==> config.mk <==
export PLATFORM = sky130hd
export DESIGN_NAME = fqs_ram
export DESIGN_NICKNAME = d
export VERILOG_FILES = /design/src/hw/rtl/fqs_ram.sv
export SDC_FILE = /design/constraint.sdc
export NUM_CORES = 1
export LEC_CHECK = 0
export ABC_AREA = 1
export BUFFER_PORTS_ARGS = -buffer_cell sky130_fd_sc_hd__clkbuf_2
export CAP_MARGIN = 15
export CORE_MARGIN = 2
export CORE_UTILIZATION = 30
export DETAILED_ROUTE_END_ITERATION = 6
export SLEW_MARGIN = 20
export SYNTH_ARGS = -nofsm -noshare
export SYNTH_HDL_FRONTEND = slang
export SYNTH_SLANG_ARGS = --single-unit
export TNS_END_PERCENT = 30
==> constraint.sdc <==
create_clock -name clk -period 2.3 [get_ports clk]
set_input_delay 0.23 -clock clk [delete_from_list [all_inputs] [get_ports clk]]
set_output_delay 0.23 -clock clk [all_outputs]
set_load 0.1 [all_outputs]
==> src/hw/rtl/fqs_ram.sv <==
// fqs_ram: generic single-write, single-read RAM with registered read data.
// Depends on nothing.
module fqs_ram #(
  parameter int  WIDTH = 32,
  parameter int  DEPTH = 16,
  localparam int AW    = $clog2(DEPTH)
) (
  input  logic             clk,
  input  logic             we,
  input  logic [AW-1:0]    waddr,
  input  logic [WIDTH-1:0] wdata,
  input  logic             re,
  input  logic [AW-1:0]    raddr,
  output logic [WIDTH-1:0] rdata
);

  logic [WIDTH-1:0] mem [DEPTH];

  always_ff @(posedge clk) begin
    if (we) begin
      mem[waddr] <= wdata;
    end
    if (re) begin
      rdata <= mem[raddr];
    end
  end

endmodule

Word level (Yosys, flattened, before mapping)
Memory sizes are Yosys's and may differ from the RTL's. A register that Yosys moved wholly into a read port is not among the register bits.
Cells that the tools add are included.
{"block": "word_totals", "regBits": 0, "ram_bits": 512, "in_bits": 43, "output_inout_bits": 32, "word_cells": 3, "memories": 1}
{"memory": "mem", "depth": 16, "word_bits": 32, "rd": 1, "rd_clocked_by_memory_dff": 1, "wr": 1, "line": "17", "text": "logic [WIDTH-1:0] mem [DEPTH];"}
{"block": "classes", "muxes": 2}
{"op": "2-to-1 mux 1 bit", "n": 2}

Longest topological paths before layout
{"block": "depth", "word_depth": 2, "ltp_mapped": 10, "depth_no_buf": 7}

Worst setup path before layout
OpenSTA, ideal clock, no wires.
{"block": "synth_path", "kind": "input-to-reg", "startpoint": "in waddr[2]", "endpoint": "mem mem[10][0], enable pin", "setup_ps": 421, "arrival_time_ps": 1802, "t_required_ps": 1879, "setup_slack_ps": 77, "stages": 2, "path_buffers": 0, "path_cell_list": "nand3b_1 -> nor2_1"}
{"element": "start, declared", "line": "10", "text": "input logic [AW-1:0] waddr,"}
{"element": "end, declared", "line": "17"}
No word-level cell before the write port.

Final worst setup path
{"block": "layout_path", "startpoint": "reg rdata[22] (read register of mem)", "endpoint": "out rdata[22]"}
{"element": "start, declared", "line": "14", "text": "output logic [WIDTH-1:0] rdata"}
No word-level cell between the ends.

==> results.md <==
STA:
- The number of endpoints with negative hold slack in the final report was 0.
- Summed over all failing endpoints, the final setup total negative slack is 0 ps.
- The max-slew violation total from the final report came to 0.
- The shortest clock period the worst path allows after layout is 1716 ps.
- Across the routed clock network, the largest skew measured is 34.25 ps.
- Setup violations remaining at the end of the flow were counted as 0.
- Of the available clock period, the critical path in the final layout requires roughly 75%.
- The maximum achievable frequency is between 500 and 600 MHz.
- Setup repair after global routing left no endpoint under its margin.
- The relative slew slack is between 30 and 40%.
- For the pin with the worst max-slew slack, the measured transition is 921.0 ps.

Finish:
- The net count of the finished layout is 2244.
- The synthesis-to-finish area growth is 14.91%.
- The top cell types in the final layout, fill and taps aside, are sky130_fd_sc_hd__nand2_1 (677), sky130_fd_sc_hd__edfxtp_1 (544), sky130_fd_sc_hd__inv_1 (386), sky130_fd_sc_hd__nand3_1 (385), sky130_fd_sc_hd__clkbuf_2 (71).
- The layout has between 7000 and 8000 filler cells.
- The library cell used most frequently in the layout, excluding fill and tap cells, is sky130_fd_sc_hd__nand2_1.
- The fraction of final layout cells sized beyond drive strength 1 is 9.973%.
- Once layout is complete, the utilization of the core stands at 34.88%.

Clock tree:
- The post-cts hold buffer count is 0.
- The maximum clock path buffer count is 3.
- The clock insertion delay at the later pin of the skew report is approximately 620 ps.
- After clock tree synthesis, the setup repair step added 0 buffers.
- The CTS tree is built.
- The number of gates resized after CTS was 0.
- The number of levels in the clock H-tree is 2.
- In this run the clock root is driven by a sky130_fd_sc_hd__clkbuf_16.
- The clock drives 544 sinks.
- The number of buffers created by CTS is 55.
- Clock-pin slew was measured on the worst setup and hold paths at 60 ps.

Die:
- The floorplan has between 100 and 150 rows.
- The initial core utilization is 30.35%.
- Measured along the x axis, the die boundary spans roughly 280 µm.
- The number of I/O pins is 75.
- The floorplan step defined a die boundary enclosing ~79000 µm².
- After floorplanning, the core was sized to cover ~76000 µm².
- From bottom edge to top edge, the die measures 281.2 µm.

Routing:
- The final wirelength is roughly 57 mm.
- The per-cell via count in the routed design is 4.444.
- For this run, the detailed router's first-pass iteration total came to 5.
- The first-iteration detailed-routing DRC count is roughly 1200.
- In the final routed layout, each cell accounts on average for about 17 µm.
- The number of remaining DRC errors is 0.
- The detailed router placed between 10000 and 15000 vias in this run.
- The count of nets left with antenna violations once routing finished came out at 0.

Power and ir drop:
- The design draws 0.02142 W.
- In this run the static leakage power is 11.01 nW.
- The areal power density over the cells is a little over 800 nW/µm².
- The peak supply drop is 0.0005924 V.

Placement:
- The final estimated routing congestion in global placement is 0.7697.
- The detailed placement HPWL is around 33 mm.
- Buffers placed on the I/O ports in this run total between 70 and 80.

Global routing:
- Global routing used roughly 15% of the available tracks across all layers.
- Global routing finished with a remaining overflow of 0.
- The via count of the first global-routing pass is 14170.
- The first-pass GRT wire length is 87.55 mm.
- Entering global routing, the biggest net connects 100 pins.
- The initial antenna violation count came to 4.

Yosys:
- The synthesized netlist occupies a cell area of 23050 µm².
- The synthesized netlist devotes 19.73% of its cell area to simple gates.
- After synthesis, the share of cell area in mux cells is 0%.
- The post-synthesis compound-gate area fraction is 0%.
- The total nets after synthesis is about 2200.
- The synthesized netlist devotes 0% of its cell area to adder and majority cells.
- The count of synthesis-stage warnings from yosys is 0.
- After technology mapping, the gate count stands at ~2100.
- Synthesis inferred between 500 and 600 register bits.
- Sequential elements use between 70% and 80% of the synthesized area.
- The synthesized area per cell is ~11 µm².
- The parity-gate share of the synthesized area counting xor and xnor cells is 0%.
- After synthesis, the largest family of logic cells by area is simple AND/OR/NAND/NOR gates.
- The number of distinct library cell variants in the gate-level netlist after synthesis is 14.

Worst hold path:
- Counting instances, the worst hold path has a depth of 1.
- The type of the tightest min-delay check is in -> reg.

Worst setup path:
- The slowest stage of the critical path belongs to the cell sky130_fd_sc_hd__clkbuf_2.
- In this run the number of cells on the critical path is 1.
- At the worst endpoint, the arrival time is ~1500 ps.
- Together, buffers and inverters on the worst path number 1.
- The delay of the slowest cell on the worst path is between 400 and 500 ps.
- Of all nets on the critical path, the largest fanout is 1.
- The worst setup path is captured at an output pin.
- The critical path goes through clkbuf_2.
- Measured in cells, the most critical reg-to-reg path has a length of 6.
- STA classifies the critical path startpoint as a register.
- The worst setup path is of the reg -> out kind.
- The cell family contributing the most delay on the critical path is buffers and inverters.
- The required time reported for the critical path endpoint is 2070 ps.

Run status:
- The run finished with clean final reports.

Flow run:
- The max-cap check violation count is 0.
==> cells by family after synthesis <==
family / after synthesis
AND/OR/NAND/NOR: 1081
flip-flops: 544
buffers and inverters: 495
==> layout make-up <==
type                       instances  area, µm²  share of cell area (%)
sequential                       544      16340                   61.67
multi-input combinational       1081       4667                   17.62
inverter                         390       1474                   5.564
clock buffer                      67       1443                   5.446
tap                             1030       1289                   4.865
timing repair buffer             129       1022                   3.859
clock inverter                    35      252.7                  0.9542
antenna                            2      5.005                 0.01889
==> per-layer routing <==
metal	part of all wire (%)	wire length (µm)	vias up	global-route usage (%)
met4	2.5	1425	4	4.141
met2	47	26910	437	23.89
li1	-	-	7044	-
met5	0.040	23	-	0
met1	44	24880	6995	19.92
met3	6.8	3899	86	2.652
==> final timing paths <==
check	startpoint	to	slack [ps]
hold / removal	wdata[23]	mem[2][23]	30
hold reg to reg	mem[6][19]	rdata[19]	720
setup / recovery	rdata[22]	rdata[22]	580
setup reg to reg	mem[11][28]	rdata[28]	1100
==> flip-flops by register name, summed over array words and instances (netlist names) <==
name / flops
mem: 512
rdata: 32
==> through the flow <==
step	instance area [µm²]	worst slack, ps	cells	hold slack [ps]
global placement	24790	508.4	3174	667.3
finish	26490	583.5	3278	30.66
global route	26480	516.7	3276	34.46
CTS	26480	502.1	3276	15.54
floorplan	23050	77.30	2120	328.9
detailed placement	24790	481.8	3174	672.3
==> power breakdown <==
group,leakage [nW],internal [W],switching (W)
registers,4.94,0.0112,0.0000638
logic,5.23,0.000375,0.00128
clock network,0.838,0.00479,0.00375
==> synth_stat cells <==
master,n,area (µm²)
sky130_fd_sc_hd__buf_4,6,45.04
sky130_fd_sc_hd__nor2_1,17,63.81
sky130_fd_sc_hd__inv_4,1,6.260
sky130_fd_sc_hd__buf_2,41,205.2
sky130_fd_sc_hd__inv_2,1,3.750
sky130_fd_sc_hd__buf_6,29,326.6
sky130_fd_sc_hd__edfxtp_1,544,16340
sky130_fd_sc_hd__inv_1,388,1456
sky130_fd_sc_hd__nand3_1,385,1927
sky130_fd_sc_hd__clkbuf_1,14,52.55
sky130_fd_sc_hd__buf_1,14,52.55
sky130_fd_sc_hd__buf_12,1,20.02
sky130_fd_sc_hd__nand2_1,677,2541
sky130_fd_sc_hd__nand3b_1,2,15.01
Power figures use the tool's default switching activity.
