File: config.mk
export PLATFORM = sky130hd
export DESIGN_NAME = fqs_ctrl
export DESIGN_NICKNAME = d
export VERILOG_FILES = /design/src/hw/rtl/fqs_pkg.sv /design/src/hw/rtl/fqs_ctrl.sv
export SDC_FILE = /design/constraint.sdc
export NUM_CORES = 1
export LEC_CHECK = 0
export ABC_CLOCK_PERIOD_IN_PS = 2300
export BUFFER_PORTS_ARGS = -buffer_cell sky130_fd_sc_hd__buf_2
export CAP_MARGIN = 20
export CELL_PAD_IN_SITES_DETAIL_PLACEMENT = 1
export CELL_PAD_IN_SITES_GLOBAL_PLACEMENT = 1
export CORE_AREA = 2 2 39 41
export DETAILED_ROUTE_END_ITERATION = 16
export DIE_AREA = 0 0 41 43
export PLACE_DENSITY_LB_ADDON = 0.1
export SLEW_MARGIN = 20
export SYNTH_ARGS = -nofsm -noshare
export SYNTH_HDL_FRONTEND = slang
export SYNTH_SLANG_ARGS = --single-unit
export TNS_END_PERCENT = 20
File: constraint.sdc
create_clock -name clk -period 2.3 [get_ports clk]
set_input_delay 0.23 -clock clk [delete_from_list [all_inputs] [get_ports clk]]
set_output_delay 0.23 -clock clk [all_outputs]
set_load 0.005 [all_outputs]
File: src/hw/rtl/fqs_pkg.sv
// fqs_pkg: shared types and constants of the FIFO queue with search.
// Depends on nothing; used by the controller, datapath and top level.
package fqs_pkg;

  localparam int DEPTH_DEF     = 16;
  localparam int WORD_BITS_DEF = 32;
  localparam int ACT_BITS      = 2;
  localparam int STATUS_BITS   = 2;

  typedef enum logic [ACT_BITS-1:0] {
    ACT_ENQUEUE = 2'd0,
    ACT_DEQUEUE = 2'd1,
    ACT_SEARCH  = 2'd2,
    ACT_CLEAR   = 2'd3
  } action_t;

  typedef enum logic [STATUS_BITS-1:0] {
    ST_DONE  = 2'd0,
    ST_EMPTY = 2'd1,
    ST_FULL  = 2'd2
  } status_t;

  typedef struct packed {
    logic latch;
    logic exec;
    logic front_cap;
    logic scan;
    logic load_out;
  } dp_cmd_t;

  typedef struct packed {
    action_t action;
    logic    empty;
    logic    multi;
    logic    scan_done;
  } dp_stat_t;

endpackage

File: src/hw/rtl/fqs_ctrl.sv
// fqs_ctrl: sequencing state machine of the FIFO queue with search.
// Depends on fqs_pkg; drives the datapath commands and channel handshakes.
module fqs_ctrl (
  input  logic              clk,
  input  logic              rst,
  input  logic              req_valid,
  output logic              req_ready,
  output logic              rsp_valid,
  input  logic              rsp_ready,
  output fqs_pkg::dp_cmd_t  cmd,
  input  fqs_pkg::dp_stat_t stat
);
  import fqs_pkg::*;

  typedef enum logic [2:0] {
    S_IDLE,
    S_EXEC,
    S_FRONT,
    S_SCAN,
    S_FINISH
  } state_t;

  state_t state;
  logic   out_free;

  assign out_free  = !rsp_valid || rsp_ready;
  assign req_ready = (state == S_IDLE);

  always_comb begin
    cmd           = '0;
    cmd.latch     = (state == S_IDLE) && req_valid;
    cmd.exec      = (state == S_EXEC);
    cmd.front_cap = (state == S_FRONT);
    cmd.scan      = (state == S_SCAN);
    cmd.load_out  = (state == S_FINISH) && out_free;
  end

  always_ff @(posedge clk) begin
    if (rst) begin
      state     <= S_IDLE;
      rsp_valid <= 1'b0;
    end else begin
      if (state == S_FINISH && out_free) begin
        rsp_valid <= 1'b1;
      end else if (rsp_ready) begin
        rsp_valid <= 1'b0;
      end
      unique case (state)
        S_IDLE: begin
          if (req_valid) begin
            state <= S_EXEC;
          end
        end
        S_EXEC: begin
          if (stat.action == ACT_DEQUEUE && stat.multi) begin
            state <= S_FRONT;
          end else if (stat.action == ACT_SEARCH && !stat.empty) begin
            state <= S_SCAN;
          end else begin
            state <= S_FINISH;
          end
        end
        S_FRONT: begin
          state <= S_FINISH;
        end
        S_SCAN: begin
          if (stat.scan_done) begin
            state <= S_FINISH;
          end
        end
        S_FINISH: begin
          if (out_free) begin
            state <= S_IDLE;
          end
        end
        default: begin
          state <= S_IDLE;
        end
      endcase
    end
  end

  a_accept_exec: assert property (@(posedge clk) disable iff (rst)
    (req_valid && req_ready) |=> (state == S_EXEC))
    else $error("accepted beat did not move to execute");

  a_finish_load: assert property (@(posedge clk) disable iff (rst)
    (state == S_FINISH && out_free) |=> (rsp_valid && state == S_IDLE))
    else $error("finished result not presented");

  a_scan_end: assert property (@(posedge clk) disable iff (rst)
    (state == S_SCAN && stat.scan_done) |=> (state == S_FINISH))
    else $error("search did not end when done");

endmodule

After elaboration in Yosys (flattened, before gate mapping)
Cells that the tools add are included.

storage, ports and cells
  memories kept = 0
  bits in registers = 4
  logic and storage cells = 29
  latch bits = 0
  bits in read-only memories = 0
  memory bits (writable) = 0

cells by class
  muxes and demuxes = 8
  add/sub/neg operators = 0
  shifts and indexed selects = 0
  equality and inequality tests = 9
  magnitude comparators = 0
  bitwise operators = 0
  divide/modulo/power cells = 0
  multiply operators = 0
  reductions and logical operators = 10

operators with widths
  kind                  number
  $mux W3               5
  $pmux W3 S5           1
  $eq A3 B2 Y1 const B  2
  $logic_and A1 B1 Y1   4
  $ne A2 B2 Y1 const B  2
  $eq A3 B1 Y1 const B  1
  $eq A3 B3 Y1 const B  1
  $logic_not A3 Y1      1
  $reduce_and A3 Y1     1
  $eq A2 B1 Y1 const B  1
  $eq A2 B2 Y1 const B  1
  $logic_not A1 Y1      2
  $mux W1               2
  $ne A2 B1 Y1 const B  1
  $reduce_bool A2 Y1    1
  $logic_or A1 B1 Y1    1

Longest topological paths before layout
  word-level depth = 5
  depth in mapped cells = 4
  gate-level depth less buffers = 3

Worst setup path before layout
No wires, ideal clock.

  path kind = input to register
  start = input port stat[3] in the netlist's numbering
  end = register state[0]
  data arrival time = 1098 ps
  path slack = 1116 ps
  library setup time = 86 ps
  stages = 3
  cell sequence = or3b_4 > a211o_1 > a221oi_2

on the way
  longest elaborated chain between the ends = 5
  elaborated cells on any way between the ends = 7
  classes of those cells = 2 x eq/ne; 3 x mux; 2 x reduce/logical

ends and longest elaborated chain
  item                    line            source
  start: declaration      fqs_ctrl.sv:11  input fqs_pkg::dp_stat_t stat
  $eq A2 B2 Y1            fqs_ctrl.sv:57  end else if (stat.action == ACT_SEARCH && !stat.empty) begin
  $logic_and A1 B1 Y1     fqs_ctrl.sv:57
  $mux W3                 fqs_ctrl.sv:57
  $mux W3 *               fqs_ctrl.sv:55  if (stat.action == ACT_DEQUEUE && stat.multi) begin
  $pmux W3 S5 *           fqs_ctrl.sv:48  unique case (state)
  end signal: assignment  fqs_ctrl.sv:51  state <= S_EXEC;
  end signal: assignment  fqs_ctrl.sv:56  state <= S_FRONT;
  end signal: assignment  fqs_ctrl.sv:58  state <= S_SCAN;
  end: declaration        fqs_ctrl.sv:23  state_t state;

Every way passes the cells marked *; elsewhere a longest branch is shown, timed or not.
A chain may end at the register's enable or synchronous reset.

==> impl_summary.txt <==
----------------------------------------------------
[Logic synthesis]
  Seq/Total Area, Yosys ... 0.290
  Avg Synthesized Cell Area ... 7.68 sq um
  Synth Instances ... 36
  Unique cell type count in the Yosys netlist ... 19
  Warnings, synthesis ... 0
  Synthesized area ... 277 sq um
  Number of synthesized register bits ... 4
  Syn Nets ... 45

[Timing]
  Post-layout minimum cycle time ... 1.40 ns
  Final number of hold-violating endpoints ... 0
  Smallest hold slack ... 0.216 ns
  Clk_skew ... 0.00516 ns
  Relative max-transition margin ... 0.777
  Setup total negative slack ... 0 ns
  RSZ-0062 raised after global routing ... no
  Finish-stage setup viols ... 0
  Pins over their slew limit ... 0
  Final critical-path share of the clock period ... 0.611
  Max Clk Rate ... 712 MHz
  Actual slew at the worst max-slew pin ... 0.335 ns

[Global routing]
  Number of global-route vias before repair ... 337
  Pin count of the biggest net entering global routing ... 11
  GRT Resource Usage Total ... 0.117
  Number of antenna violations at the first check in global routing ... 0
  Global-route wire length before repair ... 1380 um
  Remaining global-route overflow ... 0

[CTS]
  Clock transition time at the flip-flop clock pins of the worst setup and hold paths ... 0.04 ns
  Buffer count from post-CTS setup fixing ... 0
  H-tree depth ... 1
  Resized Gates After CTS ... 0
  Longest Clk Path Bufs ... 2
  Root buffer cell ... clkbuf_4
  Sinks on the clock net ... 4
  TritonCTS clock tree ... done
  CTS Hold Buffers Added ... 0
  Number of clock buffers inserted by TritonCTS ... 3
  Clock network latency to the later pin of the worst-skew pair ... 0.23 ns

[Floorplanning]
  Count of pins on the block boundary ... 16
  Width of the die ... 41 um
  Row count ... 14
  Starting utilization of the core area ... 0.200
  Die area ... 1760 sq um
  Area of the core region ... 1380 sq um
  Die boundary height ... 43 um

[Finish]
  Fraction of layout cells with a size suffix above 1 ... 0.385
  Finished Core Util ... 0.279
  Ant diodes ... 0
  Layout net count ... 63
  Summed area of non-filler cells in the final layout ... 387 sq um
  Syn-to-layout area delta ... 39.8%
  Number of inserted filler cells in the final layout ... 187

[Power]
  Leakage power of the design ... 0.191 nW
  Sum of internal, switching and leakage power ... 0.000226 W
  Worst VDD drop ... 0.000273 V
  Power density normalized to cell area ... 584 nW/um^2

[Placed design]
  Gpl congestion ... 0.689
  Placed wire-length estimate after detailed placement ... 624 um
  Placed cell area ... 364 sq um
  Count of input and output buffers ... 15

[Route]
  Via count ... 330
  Post-detailed-route DRC marker count ... 0
  Via/cell ratio ... 4.85
  Mean routed wirelength per cell ... 11.4 um
  Total wire length ... 775 um
  DR pass1 iterations ... 2
  Antenna Nets Post-Route ... 0
  Initial DRC Count ... 2

[Setup path]
  Cell count of the worst reg-to-reg path ... 3
  Most common cell type on the critical path ... nor2_1
  WP buf/inv ... 1
  Max incr delay on CP ... 0.38 ns
  Req. time, crit path ... 2.07 ns
  Critical path endpoint category ... primary output
  Critical Path Slowest Stage Cell ... dfxtp_1
  Critical Path AT ... 1.17 ns
  FF-to-FF Start ... state[0]$_SDFFE_PP0P_
  Startpoint kind of the worst setup timing path ... flip-flop
  Series of cell instances along the critical path ... nor2_1 > nand2_1 > nor2_1 > buf_2
  Flop-to-flop setup slack ... 1.20 ns
  Critical register-to-register path endpoint ... state[2]$_SDFFE_PP0P_
  Path type of the worst setup path ... reg -> out
  Highest net fanout along the worst path ... 10
  Cell family with the largest share of critical-path delay ... simple AND/OR/NAND/NOR gates

[Flow run]
  # Max-Cap Violations ... 0

[Status]
  Status ... complete, no violations

[Hold path]
  Cell depth of the worst hold path ... 2
  Hold path startpoint ... rst
  Endpoint, Worst Hold ... rsp_valid$_SDFFE_PP0P_
  Class of the tightest hold or removal check ... in -> reg

----------------------------------------------------
[registers in the layout, summed over array words and instances (netlist names)]
register / count
state: 3
rsp_valid: 1
[where the power goes]
part	switching, W	leakage (nW)	internal (W)
clock	0.0000275	0.0138	0.0000582
sequential	0.0000101	0.0326	0.0000748
combinational	0.0000249	0.145	0.0000300
total	0.0000625	0.191	0.000163
[how the worst max path moves through the flow]
stage,slack [ns],startpoint,endpoint,depth (start not counted)
CTS,0.87,state[1]$_SDFFE_PP0P_,cmd[0],4
finish,0.90,state[1]$_SDFFE_PP0P_,cmd[0],4
global placement,0.99,stat[3],state[0]$_SDFFE_PP0P_,4
global route,0.75,state[1]$_SDFFE_PP0P_,cmd[0],4
floorplan,1.12,stat[3],state[0]$_SDFFE_PP0P_,3
detailed placement,0.97,stat[3],state[0]$_SDFFE_PP0P_,4
[kinds of logic (layout without fill, tap and decap cells)]
| logic type | count (synthesis) | after routing | synth area share |
|---|---|---|---|
| AOI/OAI and AO/OA | 6 | 6 | 0.190 |
| buffers and inverters | 3 | 19 | 0.0407 |
| DFF | 4 | 4 | 0.290 |
| and+or+nand+nor | 22 | 22 | 0.443 |
| muxes | 1 | 1 | 0.0362 |
[placed cells by master (no fill, tap or decap)]
cell type | Yosys | layout
a211o_1 | 1 | 1
a21oi_1 | 2 | 2
a221oi_2 | 1 | 1
a311oi_1 | 1 | 1
and2_1 | 1 | 1
buf_2 | 0 | 15
clkbuf_4 | 0 | 3
dfxtp_1 | 4 | 4
inv_1 | 1 | 1
mux2i_1 | 1 | 1
nand2_1 | 3 | 3
nand2b_1 | 2 | 2
nand3_1 | 2 | 2
nand3b_1 | 3 | 3
nor2_1 | 4 | 4
nor2b_1 | 2 | 2
nor3_1 | 3 | 3
o211a_1 | 1 | 1
or3_1 | 1 | 1
or3b_4 | 1 | 1
[final cells by class]
cell class,count,area (sq um),share of cell area
Clock buffer,3,22.5,0.0583
Inverter,1,3.75,0.00971
Multi-Input combinational cell,29,185,0.479
Sequential cell,4,80.1,0.207
Tap cell,16,20.0,0.0518
Timing Repair Buffer,15,75.1,0.194
[through the flow]
step           setup WS (ns)  cells
4_1_cts                0.867     68
3_3_place_gp           0.986     65
3_5_place_dp           0.973     65
2_1_floorplan           1.12     36
5_1_grt                0.750     68
6_report               0.896     68
[cell usage after synthesis]
library cell,count,share of area
dfxtp_1,4,0.29
nor2_1,4,0.054
nand2_1,3,0.041
nand3b_1,3,0.081
nor3_1,3,0.054
a21oi_1,2,0.036
clkbuf_1,2,0.027
nand2b_1,2,0.045
nand3_1,2,0.036
nor2b_1,2,0.045
a211o_1,1,0.032
a221oi_2,1,0.054
a311oi_1,1,0.032
and2_1,1,0.023
inv_1,1,0.014
mux2i_1,1,0.036
o211a_1,1,0.036
or3_1,1,0.023
or3b_4,1,0.041
[routing by layer]
metal / track usage / up-vias / part of all wire
li1: - / 163 / -
met1: 0.132 / 155 / 0.42
met2: 0.181 / 12 / 0.52
met3: 0.0785 / 0 / 0.065
met4: 0.0200 / 0 / 0
met5: 0 / - / 0
[worst reg2reg max path, cell delays in order (launching register included)]
cell and delay [ns]:
dfxtp_1 0.37, or3_1 0.40, a21oi_1 0.15, a311oi_1 0.06
Power figures use the tool's default switching activity.
