$ cat src/hw/rtl/fqs_pkg.sv
// fqs_pkg: shared types and constants of the FIFO queue with search.
// Depends on nothing; used by the controller, datapath and top level.
package fqs_pkg;

  localparam int DEPTH_DEF     = 16;
  localparam int WORD_BITS_DEF = 32;
  localparam int ACT_BITS      = 2;
  localparam int STATUS_BITS   = 2;

  typedef enum logic [ACT_BITS-1:0] {
    ACT_ENQUEUE = 2'd0,
    ACT_DEQUEUE = 2'd1,
    ACT_SEARCH  = 2'd2,
    ACT_CLEAR   = 2'd3
  } action_t;

  typedef enum logic [STATUS_BITS-1:0] {
    ST_DONE  = 2'd0,
    ST_EMPTY = 2'd1,
    ST_FULL  = 2'd2
  } status_t;

  typedef struct packed {
    logic latch;
    logic exec;
    logic front_cap;
    logic scan;
    logic load_out;
  } dp_cmd_t;

  typedef struct packed {
    action_t action;
    logic    empty;
    logic    multi;
    logic    scan_done;
  } dp_stat_t;

endpackage

$ cat src/hw/rtl/fqs_dp.sv
// fqs_dp: queue pointers, front/rear words, search scan and result register.
// Depends on fqs_pkg; drives the entry store RAM ports.
module fqs_dp #(
  parameter int  DEPTH     = fqs_pkg::DEPTH_DEF,
  parameter int  WORD_BITS = fqs_pkg::WORD_BITS_DEF,
  localparam int IDX_BITS  = $clog2(DEPTH),
  localparam int CNT_BITS  = $clog2(DEPTH + 1)
) (
  input  logic                        clk,
  input  logic                        rst,
  input  fqs_pkg::dp_cmd_t            cmd,
  output fqs_pkg::dp_stat_t           stat,
  input  logic [1:0]                  req_action,
  input  logic signed [WORD_BITS-1:0] req_value,
  output logic [1:0]                  rsp_status,
  output logic signed [WORD_BITS-1:0] rsp_removed_word,
  output logic                        rsp_found,
  output logic signed [WORD_BITS-1:0] rsp_front_word,
  output logic signed [WORD_BITS-1:0] rsp_rear_word,
  output logic                        rsp_is_empty,
  output logic [CNT_BITS-1:0]         rsp_entry_count,
  output logic                        ram_we,
  output logic [IDX_BITS-1:0]         ram_waddr,
  output logic [WORD_BITS-1:0]        ram_wdata,
  output logic                        ram_re,
  output logic [IDX_BITS-1:0]         ram_raddr,
  input  logic [WORD_BITS-1:0]        ram_rdata
);
  import fqs_pkg::*;

  function automatic logic [IDX_BITS-1:0] step_idx(input logic [IDX_BITS-1:0] i);
    return (i == IDX_BITS'(DEPTH - 1)) ? '0 : i + 1'b1;
  endfunction

  logic [IDX_BITS-1:0]         head;
  logic [IDX_BITS-1:0]         tail;
  logic [CNT_BITS-1:0]         count;
  logic [IDX_BITS-1:0]         scan_slot;
  logic [CNT_BITS-1:0]         scan_left;
  logic                        cmp_valid;
  action_t                     act_q;
  logic signed [WORD_BITS-1:0] val_q;
  logic signed [WORD_BITS-1:0] front_q;
  logic signed [WORD_BITS-1:0] rear_q;
  status_t                     res_status;
  logic signed [WORD_BITS-1:0] res_removed;
  logic                        res_found;
  logic [IDX_BITS-1:0]         head_nx;
  logic                        empty;
  logic                        full;
  logic                        hit;

  assign head_nx = step_idx(head);
  assign empty   = (count == '0);
  assign full    = (count == CNT_BITS'(DEPTH));
  assign hit     = (ram_rdata == val_q);

  always_comb begin
    stat           = '0;
    stat.action    = act_q;
    stat.empty     = empty;
    stat.multi     = (count > CNT_BITS'(1));
    stat.scan_done = cmp_valid && (hit || scan_left == '0);
  end

  assign ram_we    = cmd.exec && act_q == ACT_ENQUEUE && !full;
  assign ram_waddr = tail;
  assign ram_wdata = val_q;
  assign ram_re    = (cmd.exec && act_q == ACT_DEQUEUE) || (cmd.scan && scan_left != '0);
  assign ram_raddr = cmd.scan ? scan_slot : head_nx;

  always_ff @(posedge clk) begin
    if (rst) begin
      head      <= '0;
      tail      <= '0;
      count     <= '0;
      scan_slot <= '0;
      scan_left <= '0;
      cmp_valid <= 1'b0;
    end else begin
      if (cmd.exec) begin
        unique case (act_q)
          ACT_ENQUEUE: begin
            if (!full) begin
              tail  <= step_idx(tail);
              count <= count + 1'b1;
            end
          end
          ACT_DEQUEUE: begin
            if (!empty) begin
              head  <= head_nx;
              count <= count - 1'b1;
            end
          end
          ACT_SEARCH: begin
            scan_slot <= head;
            scan_left <= count;
            cmp_valid <= 1'b0;
          end
          ACT_CLEAR: begin
            head  <= '0;
            tail  <= '0;
            count <= '0;
          end
        endcase
      end
      if (cmd.scan) begin
        if (scan_left != '0) begin
          scan_slot <= step_idx(scan_slot);
          scan_left <= scan_left - 1'b1;
        end
        cmp_valid <= (scan_left != '0);
      end
    end
  end

  always_ff @(posedge clk) begin
    if (cmd.latch) begin
      act_q       <= action_t'(req_action);
      val_q       <= req_value;
      res_status  <= ST_DONE;
      res_removed <= '0;
      res_found   <= 1'b0;
    end
    if (cmd.exec) begin
      unique case (act_q)
        ACT_ENQUEUE: begin
          if (full) begin
            res_status <= ST_FULL;
          end else begin
            rear_q <= val_q;
            if (empty) begin
              front_q <= val_q;
            end
          end
        end
        ACT_DEQUEUE: begin
          if (empty) begin
            res_status <= ST_EMPTY;
          end else begin
            res_removed <= front_q;
          end
        end
        ACT_SEARCH, ACT_CLEAR: begin
          if (empty) begin
            res_status <= ST_EMPTY;
          end
        end
      endcase
    end
    if (cmd.front_cap) begin
      front_q <= ram_rdata;
    end
    if (cmd.scan && cmp_valid) begin
      res_found <= hit;
    end
    if (cmd.load_out) begin
      rsp_status       <= res_status;
      rsp_removed_word <= res_removed;
      rsp_found        <= res_found;
      rsp_front_word   <= empty ? '0 : front_q;
      rsp_rear_word    <= empty ? '0 : rear_q;
      rsp_is_empty     <= empty;
      rsp_entry_count  <= count;
    end
  end

  a_count_bound: assert property (@(posedge clk) disable iff (rst)
    count <= CNT_BITS'(DEPTH))
    else $error("entry count above depth");

  a_empty_ptrs: assert property (@(posedge clk) disable iff (rst)
    empty |-> (head == tail))
    else $error("empty queue with unequal pointers");

  a_full_ptrs: assert property (@(posedge clk) disable iff (rst)
    full |-> (head == tail))
    else $error("full queue with unequal pointers");

endmodule

$ cat config.mk
export PLATFORM = sky130hd
export DESIGN_NAME = fqs_dp
export DESIGN_NICKNAME = d
export VERILOG_FILES = /design/src/hw/rtl/fqs_pkg.sv /design/src/hw/rtl/fqs_dp.sv
export SDC_FILE = /design/constraint.sdc
export NUM_CORES = 1
export LEC_CHECK = 0
export BUFFER_PORTS_ARGS = -buffer_cell sky130_fd_sc_hd__buf_2
export CAP_MARGIN = 20
export CORE_MARGIN = 3
export CORE_UTILIZATION = 46
export DETAILED_ROUTE_END_ITERATION = 6
export GPL_ROUTABILITY_DRIVEN = 0
export PLACE_DENSITY_LB_ADDON = 0.15
export SETUP_SLACK_MARGIN = 0.4
export SLEW_MARGIN = 25
export SYNTH_ARGS = -nofsm -noshare
export SYNTH_HDL_FRONTEND = slang
export SYNTH_SLANG_ARGS = --single-unit
export TNS_END_PERCENT = 1
$ cat constraint.sdc
create_clock -name clk -period 1.9 [get_ports clk]
set_input_delay 0.285 -clock clk [delete_from_list [all_inputs] [get_ports clk]]
set_output_delay 0.285 -clock clk [all_outputs]
set_load 0.01 [all_outputs]
After elaboration in Yosys (flattened, before gate mapping)
Cells that the tools add are included.

Register bits after elaboration: 261. Output and inout port bits: 152. Logic and storage cells: 106.

Add/sub/neg operators: 6. Magnitude comparators: 1. Equal/unequal tests: 11. Mux-type cells: 38. Bitwise logic cells: 1. Reduce and logical (&&, ||, !) cells: 29.

Operators with widths (number): 32-bit two-way mux (9); 4-bit two-way mux (10); 32-bit == test (1); 5-bit two-way mux (6); 4-bit case mux with 2 select lines (2); 2-bit nonzero test (8); 5-bit case mux with 3 select lines (1); 4-bit by 1-bit adder with 4-bit output, second input constant (3); 4-bit == test, second input constant (3); 5-bit logical NOT (2); 5-bit by 1-bit subtractor with 5-bit output, second input constant (2); 3-bit AND reduction (3); 2-bit two-way mux (4); 4-bit AND reduction (2); 1-bit logical AND (6); 2-bit != test, second input constant (3); 5-bit by 1-bit adder with 5-bit output, second input constant (1); 5-bit == test, second input constant (1); 5-bit by 1-bit greater-than comparator with 1-bit output, second input constant (1); 1-bit two-way mux (5); 5-bit nonzero test (1); 2-bit == test, second input constant (2); 2-bit case mux with 2 select lines (1); 3-bit nonzero test (1); 7 further kinds (8).

Longest topological paths before layout
Gate-level depths: netlist (run 1).

Depth in word-level cells: 6. Mapped depth: 10. Depth with buffers taken out: 7.

Worst setup path after synthesis (run 1)
Ideal clock, no wire load.

Kind: register -> register. Start: register count[0]. End: register tail[2] (netlist: ram_waddr[2]). Setup time: 91 ps. Arrival: 2006 ps. Data required time: 1809 ps. Slack: -197 ps. Cell stages (with the launch flop): 10. Path buffers: 2. Path through: dfxtp_1 clkbuf_1 inv_1 ha_1 nor3b_4 a21boi_2 and2_1 buf_4 a21oi_1 a311oi_1.

Cells in the longest elaborated chain, start to end: 3.

RTL lines: start, declared (line fqs_dp.sv:37) `logic [CNT_BITS-1:0] count;`; start signal, assigned (line fqs_dp.sv:86) `count <= count + 1'b1;`; start signal, assigned (line fqs_dp.sv:92) `count <= count - 1'b1;`; 5-bit == test (line fqs_dp.sv:55) `assign full = (count == CNT_BITS'(DEPTH));`; 2-bit != test (no line); 3-bit AND reduction (no line); end signal, assigned (line fqs_dp.sv:85) `tail <= step_idx(tail);`; end, declared (line fqs_dp.sv:36) `logic [IDX_BITS-1:0] tail;`.

Every way passes these cells. A chain may end at the register's enable or synchronous reset.

==> qor.txt, run 1 <==
Area Growth Syn to Fin -> 38.96%
CP endpoint kind -> output port
Leak Pwr -> 5.712 nW
Die X-Extent -> 154.2 um
max cap viols -> 0
Synth Area in XOR/XNOR -> 0.02861
Mapped Cells -> 708
Post-Layout Cell Count -> 1327
Register Area -> 7281 um2
Via density -> 5.054
unrepaired setup endpoints after global routing -> yes
WL/cell -> 18.15 um
CTS Sinks -> 261
Synth warnings -> 0
CTS Buf Count -> 27
IR drop worst, VDD -> 781.5 uV
status -> finished, violations left
max incr delay on CP -> 430 ps
# diodes -> 0
hpwl dp -> 15610 um
top-count cell post-synth -> edfxtp_1
Total Negative Setup Slacks -> -1143 ps
Initial DRC Count -> 365
ys flop type -> edfxtp_1
Ports -> 225
Initial Utilization -> 0.4746
unique cell type count in the Yosys netlist -> 47
Peak Freq -> 383.1 MHz
layout cells sized above 1 -> 0.4411
number of synthesized register bits -> 261
Max-slew headroom -> 0.6746
largest family of logic cells by synthesized area -> simple AND/OR/NAND/NOR gates
number of remaining DRC errors -> 0
initial antenna violation count -> 1
sequential element share of the synthesized area -> 0.7193
synth cell count leaders -> 204 x edfxtp_1, 67 x and2_1, 57 x dfxtp_1, 51 x nand2_1, 48 x o21ai_0
worst hold-check path type -> input port to flip-flop
final number of max-transition violations -> 0
Total Wirelength -> 24080 um
CP required -> 1620 ps
Final setup viols -> 5
Die H -> 154.2 um
via count -> 6706
Mapped Area -> 10100 um2
CTS root buffer -> clkbuf_16
skew final -> 9.657 ps
Power Dens Cells -> 1088 nW/um2
Clock Path Buffers -> 3
Placed Area -> 11950 um2
drt pass-1 iters -> 4
post-route cell area -> 14040 um2
area of the multi-input gates -> 3023 um2
post-route ant nets -> 0
largest net degree at the start of global routing -> 54
final-layout fill cell count -> 1561
GRT overflow -> 0
cell-by-cell trace of the critical path -> xor2_1 > nor4_2 > buf_4 > nand4_1 > nor2_2 > o21a_1 > buf_2
post-synthesis mux area share -> 0.04198
CP arrival -> 2330 ps
Hold Slack -> 86.43 ps
Post-Synth Adder-Cell Area -> 0.009907
Least-Margin Pin Slew -> 488.0 ps
post-synth top area share -> 0.6063
Synth Area in Compound Gates -> 0.06019
Setup crit start kind -> flip-flop
Mapped Avg Cell Area -> 14.27 um2
number of global-route vias before repair -> 6470
number of cell rows -> 53
post-route clock period utilization -> 1.374
number of synthesized flops with an enable pin -> 204
synth top area cells -> edfxtp_1 61%, dfxtp_1 11%, and2_1 4.1%
syn nets -> 789
dpl cells -> 1224
post-route setup slack -> -710.5 ps
Hold Vio Cnt, Final -> 0
CTS tree -> built
CP Max Fanout -> 3
share of flip-flops with an asynchronous set or reset -> 0
CTS H-Tree Depth -> 1
Core ar. -> 21290 um2
count of port buffers added during placement -> 224
die area -> 23780 um2
Final Critical Period -> 2611 ps
gr usage total -> 0.1951
Setup CP Type -> flip-flop to output port
Slowest cell on crit path -> edfxtp_1
Worst-Skew Late Latency -> 530 ps
clk slew on worst S/H paths -> 60 ps
first-pass GRT wire length -> 36540 um
cell taking the most area after synthesis -> edfxtp_1
Post-Synth Simple-Gate Area -> 0.1178
fin nets -> 1112
violated checks -> setup timing
-- worst paths after layout --
check | start | endpoint | slack, ps | depth (start not counted)
worst min register to register | res_removed[29] | rsp_removed_word[29] | 430 | 0
worst max-delay path | ram_wdata[31] | stat[0] | -710 | 7
worst min-delay path | ram_rdata[28] | front_q[28] | 90 | 2
worst max register to register | scan_left[1] | scan_left[1] | -80 | 14
-- area by class of cell --
cell class | count | share of cell area
clock buffers | 38 | 0.05463
flip-flops and latches | 261 | 0.5186
inverters | 11 | 0.003832
repair buffers | 330 | 0.1733
well taps | 275 | 0.02451
clock inverters | 12 | 0.009803
multi-input cells | 400 | 0.2153
-- stage by stage --
stage	setup WS, ps	utilization	power, mW
after CTS	-764.4	0.6465	15.27
final	-710.5	0.6596	15.28
after global routing	-819.9	0.6596	15.93
after floorplan	259.5	-	8.406
after detailed placement	-390.2	0.5613	9.411
after global placement	-375.0	0.5613	9.377
-- report_power, final --
| part | internal, mW | total [mW] | switching, mW | leakage [nW] |
|---|---|---|---|---|
| registers | 6.81 | 7.13 | 0.314 | 2.49 |
| logic | 1.42 | 2.82 | 1.40 | 2.77 |
| clock network | 3.22 | 5.33 | 2.11 | 0.445 |
-- cells by family (layout without fill, tap and decap cells) --
logic type / after synthesis / in the layout
flops: 261 / 261
compound gates: 100 / 100
fa+ha+maj: 8 / 8
mux: 38 / 38
simple gates: 221 / 221
xor+xnor: 33 / 33
buf+inv: 47 / 391
-- critical path, delay by kind of cell (launching register included) --
kind            cells  cell delay, ps
xor+xnor            1             190
simple gates        3             710
buf+inv             2             320
compound gates      1             160
flops               1             430
-- flip-flops by register name, indices dropped and copies added (netlist names), 5 cells and up --
name	cells
rsp_front_word	32
rsp_rear_word	32
res_removed	32
scan_left	5
rear_q	32
count	5
rsp_removed_word	32
rsp_entry_count	5
ram_wdata	32
front_q	32
-- routing by layer --
layer | global-route usage | wire (um) | part of all wire
met4 | 0.04584 | 503 | 0.021
met5 | 0 | 13 | 0.00054
met3 | 0.03246 | 1403 | 0.058
met1 | 0.2732 | 10270 | 0.43
met2 | 0.3230 | 11890 | 0.49
-- what timing repair did --
item	4_1_cts	5_1_grt
setup endpoints to repair	204	207
gates cloned	0	0
endpoints found under the hold margin	34	0
hold buffers	34	0
pin swaps	43	65
buffers inserted	14	5
gates resized for setup	145	74
-- cell usage in the layout (no fill, tap or decap), types with 21 or more instances in the layout --
cell / instances
edfxtp_1: 204
buf_2: 192
and2_1: 65
buf_6: 60
dfxtp_1: 50
mux2_2: 35
nand2b_1: 34
dlygate4sd3_1: 34
buf_4: 33
xor2_1: 32
nor2_1: 31
clkbuf_16: 27
nand2_4: 21
(Power assumes the default switching activity.)
==> run 2, diff against run 1 <==
--- a/config.mk
+++ b/config.mk
@@ -11,7 +11,7 @@
 export CORE_UTILIZATION = 46
 export DETAILED_ROUTE_END_ITERATION = 6
 export GPL_ROUTABILITY_DRIVEN = 0
-export PLACE_DENSITY_LB_ADDON = 0.15
+export PLACE_DENSITY = 0.79
 export SETUP_SLACK_MARGIN = 0.4
 export SLEW_MARGIN = 25
 export SYNTH_ARGS = -nofsm -noshare
==> run 2 against run 1 <==
Effect of this change: the flow still finishes with violations (setup timing); die area did not move; hold slack improved by 4.1 ps; via count rose by 2.5%; register-to-register slack improved by 130 ps; final cell count barely moved; clock power rose by 3%; worst setup slack improved by 68 ps; power fell by 0.51%; critical path type unchanged; critical endpoint unchanged.
==> qor.txt, run 2 (synthesis results as in run 1) <==
status -> finished, violations left (unchanged)
violated checks -> setup timing (unchanged)
post-route cell area -> 14140 um2 (was 14040 um2)
cell-by-cell trace of the critical path -> xor2_1 > nor4_2 > buf_4 > nand4_1 > nor2_4 > o21a_1 > buf_2 (was xor2_1 > nor4_2 > buf_4 > nand4_1 > nor2_2 > o21a_1 > buf_2)
first-pass GRT wire length -> 38810 um (was 36540 um)
Peak Freq -> 393.3 MHz (was 383.1 MHz)
Placed Area -> 12030 um2 (was 11950 um2)
Least-Margin Pin Slew -> 505.5 ps (was 488.0 ps)
CTS root buffer -> clkbuf_16 (unchanged)
drt pass-1 iters -> 4 (unchanged)
gr usage total -> 0.2078 (was 0.1951)
Clock Path Buffers -> 3 (unchanged)
Setup crit start kind -> flip-flop (unchanged)
fin nets -> 1107 (was 1112)
skew final -> 6.500 ps (was 9.657 ps)
Final Critical Period -> 2542 ps (was 2611 ps)
worst hold-check path type -> input port to flip-flop (unchanged)
M1 GR Usage -> 0.2736 (was 0.2732)
Hold Vio Cnt, Final -> 0 (unchanged)
CP endpoint kind -> output port (unchanged)
Worst-Skew Late Latency -> 530 ps (about the same)
post-route clock period utilization -> 1.338 (was 1.374)
Via density -> 5.184 (was 5.054)
Power Dens Cells -> 1075 nW/um2 (was 1088 nW/um2)
commonest non-fill, non-tap cell in the layout -> edfxtp_1 (unchanged)
most frequent cells in the layout -> 204 x edfxtp_1, 195 x buf_2, 66 x and2_1 (was 204 x edfxtp_1, 192 x buf_2, 65 x and2_1)
count of port buffers added during placement -> 224 (unchanged)
die area -> 23780 um2 (unchanged)
Area Growth Syn to Fin -> 39.99% (was 38.96%)
Total Wirelength -> 25940 um (was 24080 um)
initial antenna violation count -> 1 (unchanged)
GRT overflow -> 0 (unchanged)
number of cell rows -> 53 (unchanged)
Initial DRC Count -> 427 (was 365)
CP Max Fanout -> 2 (was 3)
Core ar. -> 21290 um2 (unchanged)
CTS tree -> built (unchanged)
WL/cell -> 19.57 um (was 18.15 um)
CTS H-Tree Depth -> 1 (unchanged)
IR drop worst, VDD -> 667.9 uV (was 781.5 uV)
Max-slew headroom -> 0.6630 (was 0.6746)
layout cells sized above 1 -> 0.4523 (was 0.4411)
largest net degree at the start of global routing -> 71 (was 54)
hpwl dp -> 16950 um (was 15610 um)
max incr delay on CP -> 430 ps (about the same)
Final setup viols -> 5 (unchanged)
met2 GRT Util -> 0.3492 (was 0.3230)
number of remaining DRC errors -> 0 (unchanged)
Initial Utilization -> 0.4746 (unchanged)
Slowest cell on crit path -> edfxtp_1 (unchanged)
number of global-route vias before repair -> 6891 (was 6470)
CTS Sinks -> 261 (unchanged)
unrepaired setup endpoints after global routing -> yes (unchanged)
Leak Pwr -> 5.802 nW (was 5.712 nW)
CP arrival -> 2260 ps (was 2330 ps)
CTS Buf Count -> 28 (was 27)
post-route setup slack -> -642.4 ps (was -710.5 ps)
Die H -> 154.2 um (unchanged)
Total Negative Setup Slacks -> -1151 ps (was -1143 ps)
met3 Use GR -> 0.04645 (was 0.03246)
CP required -> 1620 ps (about the same)
Die X-Extent -> 154.2 um (unchanged)
Hold Slack -> 90.50 ps (was 86.43 ps)
via count -> 6874 (was 6706)
Setup CP Type -> flip-flop to output port (unchanged)
post-route ant nets -> 0 (unchanged)
global routing's busiest layer -> met2 (unchanged)
post-place setup slack -> -254.2 ps (was -390.2 ps)
clk slew on worst S/H paths -> 60 ps (about the same)
max cap viols -> 0 (unchanged)
final number of max-transition violations -> 0 (unchanged)
Ports -> 225 (unchanged)
final-layout fill cell count -> 1427 (was 1561)
## run 2: cell count changes in the layout (fill, tap and decap cells not counted), sizes merged
cell      change
clkinv        +6
buf           -6
clkbuf        -4
clkinvlp      +2
inv           -2
diode         +3
## run 2: path summary, 6_finish.rpt
check                  startpoint              endpoint  slack (ps)  cells after the start
setup / recovery     ram_wdata[9]               stat[0]        -640                      7
hold / removal       ram_rdata[6]            front_q[6]          90                      2
setup reg to reg         act_q[0]       res_removed[11]          50                      6
hold reg to reg   res_removed[28]  rsp_removed_word[28]         430                      0
## run 2: through the flow
stage	utilization	cells	total power, mW
2_1_floorplan	-	708	8.406
3_3_place_gp	0.5653	1234	9.347
3_5_place_dp	0.5653	1234	9.437
4_1_cts	0.6416	1322	15.11
5_1_grt	0.6642	1324	15.82
6_report	0.6644	1326	15.20
## run 2: critical path, delay by kind of cell (launching register included)
| family | cells | cell delay, ps |
|---|---|---|
| xor+xnor | 1 | 190 |
| buf+inv | 2 | 310 |
| compound gates | 1 | 160 |
| simple gates | 3 | 650 |
| flops | 1 | 430 |
## run 2: report_power, final
part,leakage [nW],internal [mW],switching [mW],total [mW]
clock,0.467,3.32,2.17,5.49
sequential,2.49,6.81,0.339,7.15
combinational,2.84,1.20,1.36,2.56
## run 2: routing by layer
layer | part of all wire | vias up
li1 | - | 3200
met4 | 0.025 | 0
met3 | 0.073 | 49
met2 | 0.49 | 272
met1 | 0.41 | 3353
met5 | 0 | -
## run 2: timing repair
| item | in CTS | in global routing |
|---|---|---|
| setup endpoints to repair | 180 | 209 |
| pin swaps | 18 | 77 |
| endpoints found under the hold margin | 34 | 0 |
| hold buffers | 34 | 0 |
| setup buffers | 2 | 1 |
| resized for setup | 84 | 150 |
## run 2: area by class of cell
class	instances	area (um2)	share of cell area
Multi-Input combinational cell	400	3127	0.2211
Clock buffer	34	784.5	0.05547
Tap cell	275	344.1	0.02433
Sequential cell	261	7281	0.5148
Antenna cell	3	7.507	0.0005308
Timing Repair Buffer	324	2389	0.1689
Inverter	11	48.80	0.003450
Clock inverter	18	162.7	0.01150
==> run 3, diff against run 2 <==
--- a/config.mk
+++ b/config.mk
@@ -7,6 +7,7 @@
 export LEC_CHECK = 0
 export BUFFER_PORTS_ARGS = -buffer_cell sky130_fd_sc_hd__buf_2
 export CAP_MARGIN = 20
+export CORE_ASPECT_RATIO = 1.2
 export CORE_MARGIN = 3
 export CORE_UTILIZATION = 46
 export DETAILED_ROUTE_END_ITERATION = 6
==> run 3 against run 2 <==
Effect of this change: maximum frequency up 0.24%; the run still ends with setup timing left; largest cell class unchanged; flip-flop and latch count unchanged; critical endpoint unchanged; worst setup slack improved by 6.0 ps.
==> qor.txt, run 3 (synthesis results as in run 1) <==
Max-slew headroom -> 0.6705 (was 0.6630)
# diodes -> 0 (was 3)
CTS Sinks -> 261 (unchanged)
via count -> 6650 (was 6874)
Setup crit start kind -> flip-flop (unchanged)
Initial Utilization -> 0.4752 (was 0.4746)
FF-to-FF path depth -> 6 (unchanged)
status -> finished, violations left (unchanged)
skew final -> 17.53 ps (was 6.500 ps)
unrepaired setup endpoints after global routing -> yes (unchanged)
Via density -> 5.088 (was 5.184)
post-route clock period utilization -> 1.335 (was 1.338)
CTS tree -> built (unchanged)
Peak Freq -> 394.3 MHz (was 393.3 MHz)
CP Max Fanout -> 2 (unchanged)
Final setup viols -> 4 (was 5)
post-place setup slack -> -281.3 ps (was -254.2 ps)
CP endpoint kind -> output port (unchanged)
IR drop worst, VDD -> 745.4 uV (was 667.9 uV)
Slowest cell on crit path -> edfxtp_1 (unchanged)
Least-Margin Pin Slew -> 494.3 ps (was 505.5 ps)
Area Growth Syn to Fin -> 34.95% (was 39.99%)
Setup CP Type -> flip-flop to output port (unchanged)
Placed Area -> 11980 um2 (was 12030 um2)
Reg2Reg Launch Point -> act_q[1] (was act_q[0])
GRT overflow -> 0 (unchanged)
worst hold-check path type -> input port to flip-flop (unchanged)
most frequent cells in the layout -> 204 x edfxtp_1, 195 x buf_2, 66 x and2_1 (unchanged)
CP Launch Point -> ram_wdata[28] (was ram_wdata[9])
number of global-route vias before repair -> 6913 (was 6891)
initial antenna violation count -> 1 (unchanged)
Die X-Extent -> 141.3 um (was 154.2 um)
Top delay family on crit path -> simple AND/OR/NAND/NOR gates (unchanged)
clk slew on worst S/H paths -> 70 ps (was 60 ps)
final number of max-transition violations -> 0 (unchanged)
number of remaining DRC errors -> 0 (unchanged)
hpwl dp -> 16650 um (was 16950 um)
gr usage total -> 0.2020 (was 0.2078)
first-pass GRT wire length -> 37690 um (was 38810 um)
CP required -> 1620 ps (about the same)
max cap viols -> 0 (unchanged)
CTS Buf Count -> 26 (was 28)
Clock Path Buffers -> 3 (unchanged)
Leak Pwr -> 5.396 nW (was 5.802 nW)
CTS H-Tree Depth -> 1 (unchanged)
CP arrival -> 2250 ps (was 2260 ps)
count of port buffers added during placement -> 224 (unchanged)
post-route cell area -> 13630 um2 (was 14140 um2)
post-route ant nets -> 0 (unchanged)
Total Wirelength -> 24680 um (was 25940 um)
Final Critical Period -> 2536 ps (was 2542 ps)
die area -> 23790 um2 (was 23780 um2)
Crit. path cell count -> 7 (unchanged)
WL/cell -> 18.88 um (was 19.57 um)
CTS root buffer -> clkbuf_16 (unchanged)
fin nets -> 1098 (was 1107)
Die H -> 168.3 um (was 154.2 um)
Hold Slack -> 102.0 ps (was 90.50 ps)
Total Negative Setup Slacks -> -1103 ps (was -1151 ps)
Power Dens Cells -> 1091 nW/um2 (was 1075 nW/um2)
Ports -> 225 (unchanged)
max incr delay on CP -> 430 ps (about the same)
layout cells sized above 1 -> 0.3838 (was 0.4523)
Hold Vio Cnt, Final -> 0 (unchanged)
largest net degree at the start of global routing -> 53 (was 71)
RR Endpoint -> ram_waddr[2] (was res_removed[11])
Worst-Skew Late Latency -> 510 ps (was 530 ps)
drt pass-1 iters -> 6 (was 4)
R2R Setup Slk -> 140 ps (was 50 ps)
Critical Path Sink -> stat[0] (unchanged)
violated checks -> setup timing (unchanged)
Initial DRC Count -> 497 (was 427)
post-route setup slack -> -636.4 ps (was -642.4 ps)
CP Buf/Inv Count -> 2 (unchanged)
number of cell rows -> 58 (was 53)
Tot Pwr -> 14.87 mW (was 15.20 mW)
commonest non-fill, non-tap cell in the layout -> edfxtp_1 (unchanged)
cell-by-cell trace of the critical path -> xor2_1 > nor4_1 > buf_4 > nand4_1 > nor2_2 > o21a_1 > buf_2 (was xor2_1 > nor4_2 > buf_4 > nand4_1 > nor2_4 > o21a_1 > buf_2)
Core ar. -> 21260 um2 (was 21290 um2)
-- run 3: per-layer routing --
metal | share of wire | global-route usage
met1 | 0.38 | 0.2419
met2 | 0.52 | 0.3628
met3 | 0.056 | 0.03182
met4 | 0.037 | 0.07965
met5 | 0.00081 | 0
-- run 3: worst min path at each step --
| stage | start | to | slack [ps] | cells past startpoint |
|---|---|---|---|---|
| global route | ram_rdata[0] | front_q[0] | 90 | 2 |
| floorplan | rst | scan_slot[0] | 360 | 1 |
| finish | ram_rdata[13] | front_q[13] | 100 | 2 |
| CTS | ram_rdata[13] | front_q[13] | 80 | 2 |
| global placement | res_status[0] | rsp_status[0] | 410 | 0 |
| detailed placement | res_found | rsp_found | 410 | 0 |
-- run 3: area by class of cell --
type | instances | area, um2
fillers | 1569 | 7629
repair buffers | 317 | 2308
multi-input cells | 400 | 2761
flip-flops and latches | 261 | 7278
well taps | 270 | 337.8
inverters | 11 | 50.05
clock buffers | 36 | 739.5
clock inverters | 12 | 158.9
-- run 3: timing repair --
item                       in CTS  in global routing
pin swaps                      20                  6
gates resized for setup        89                 16
setup buffers                   1                  0
setup endpoints to repair     190                176
hold buffers                   34                  0
hold endpoints to repair       34                  0
-- run 3: worst register-to-register path, cell delays in order (launching register included) --
cell	delay, ps
edfxtp_1	560
nor2_4	190
a21boi_4	200
and2_4	190
buf_12	180
a21oi_2	80
a311oi_1	260
-- run 3: power by group --
part / switching, mW / internal [mW] / total [mW] / leakage, nW
clock network: 2.05 / 3.25 / 5.31 / 0.438
registers: 0.308 / 6.81 / 7.12 / 2.49
logic: 1.29 / 1.15 / 2.44 / 2.47
-- run 3: through the flow --
| step | util | instances |
|---|---|---|
| finish | 0.6412 | 1307 |
| detailed placement | 0.5633 | 1224 |
| CTS | 0.6382 | 1307 |
| global route | 0.6412 | 1307 |
| floorplan | - | 708 |
| global placement | 0.5633 | 1224 |
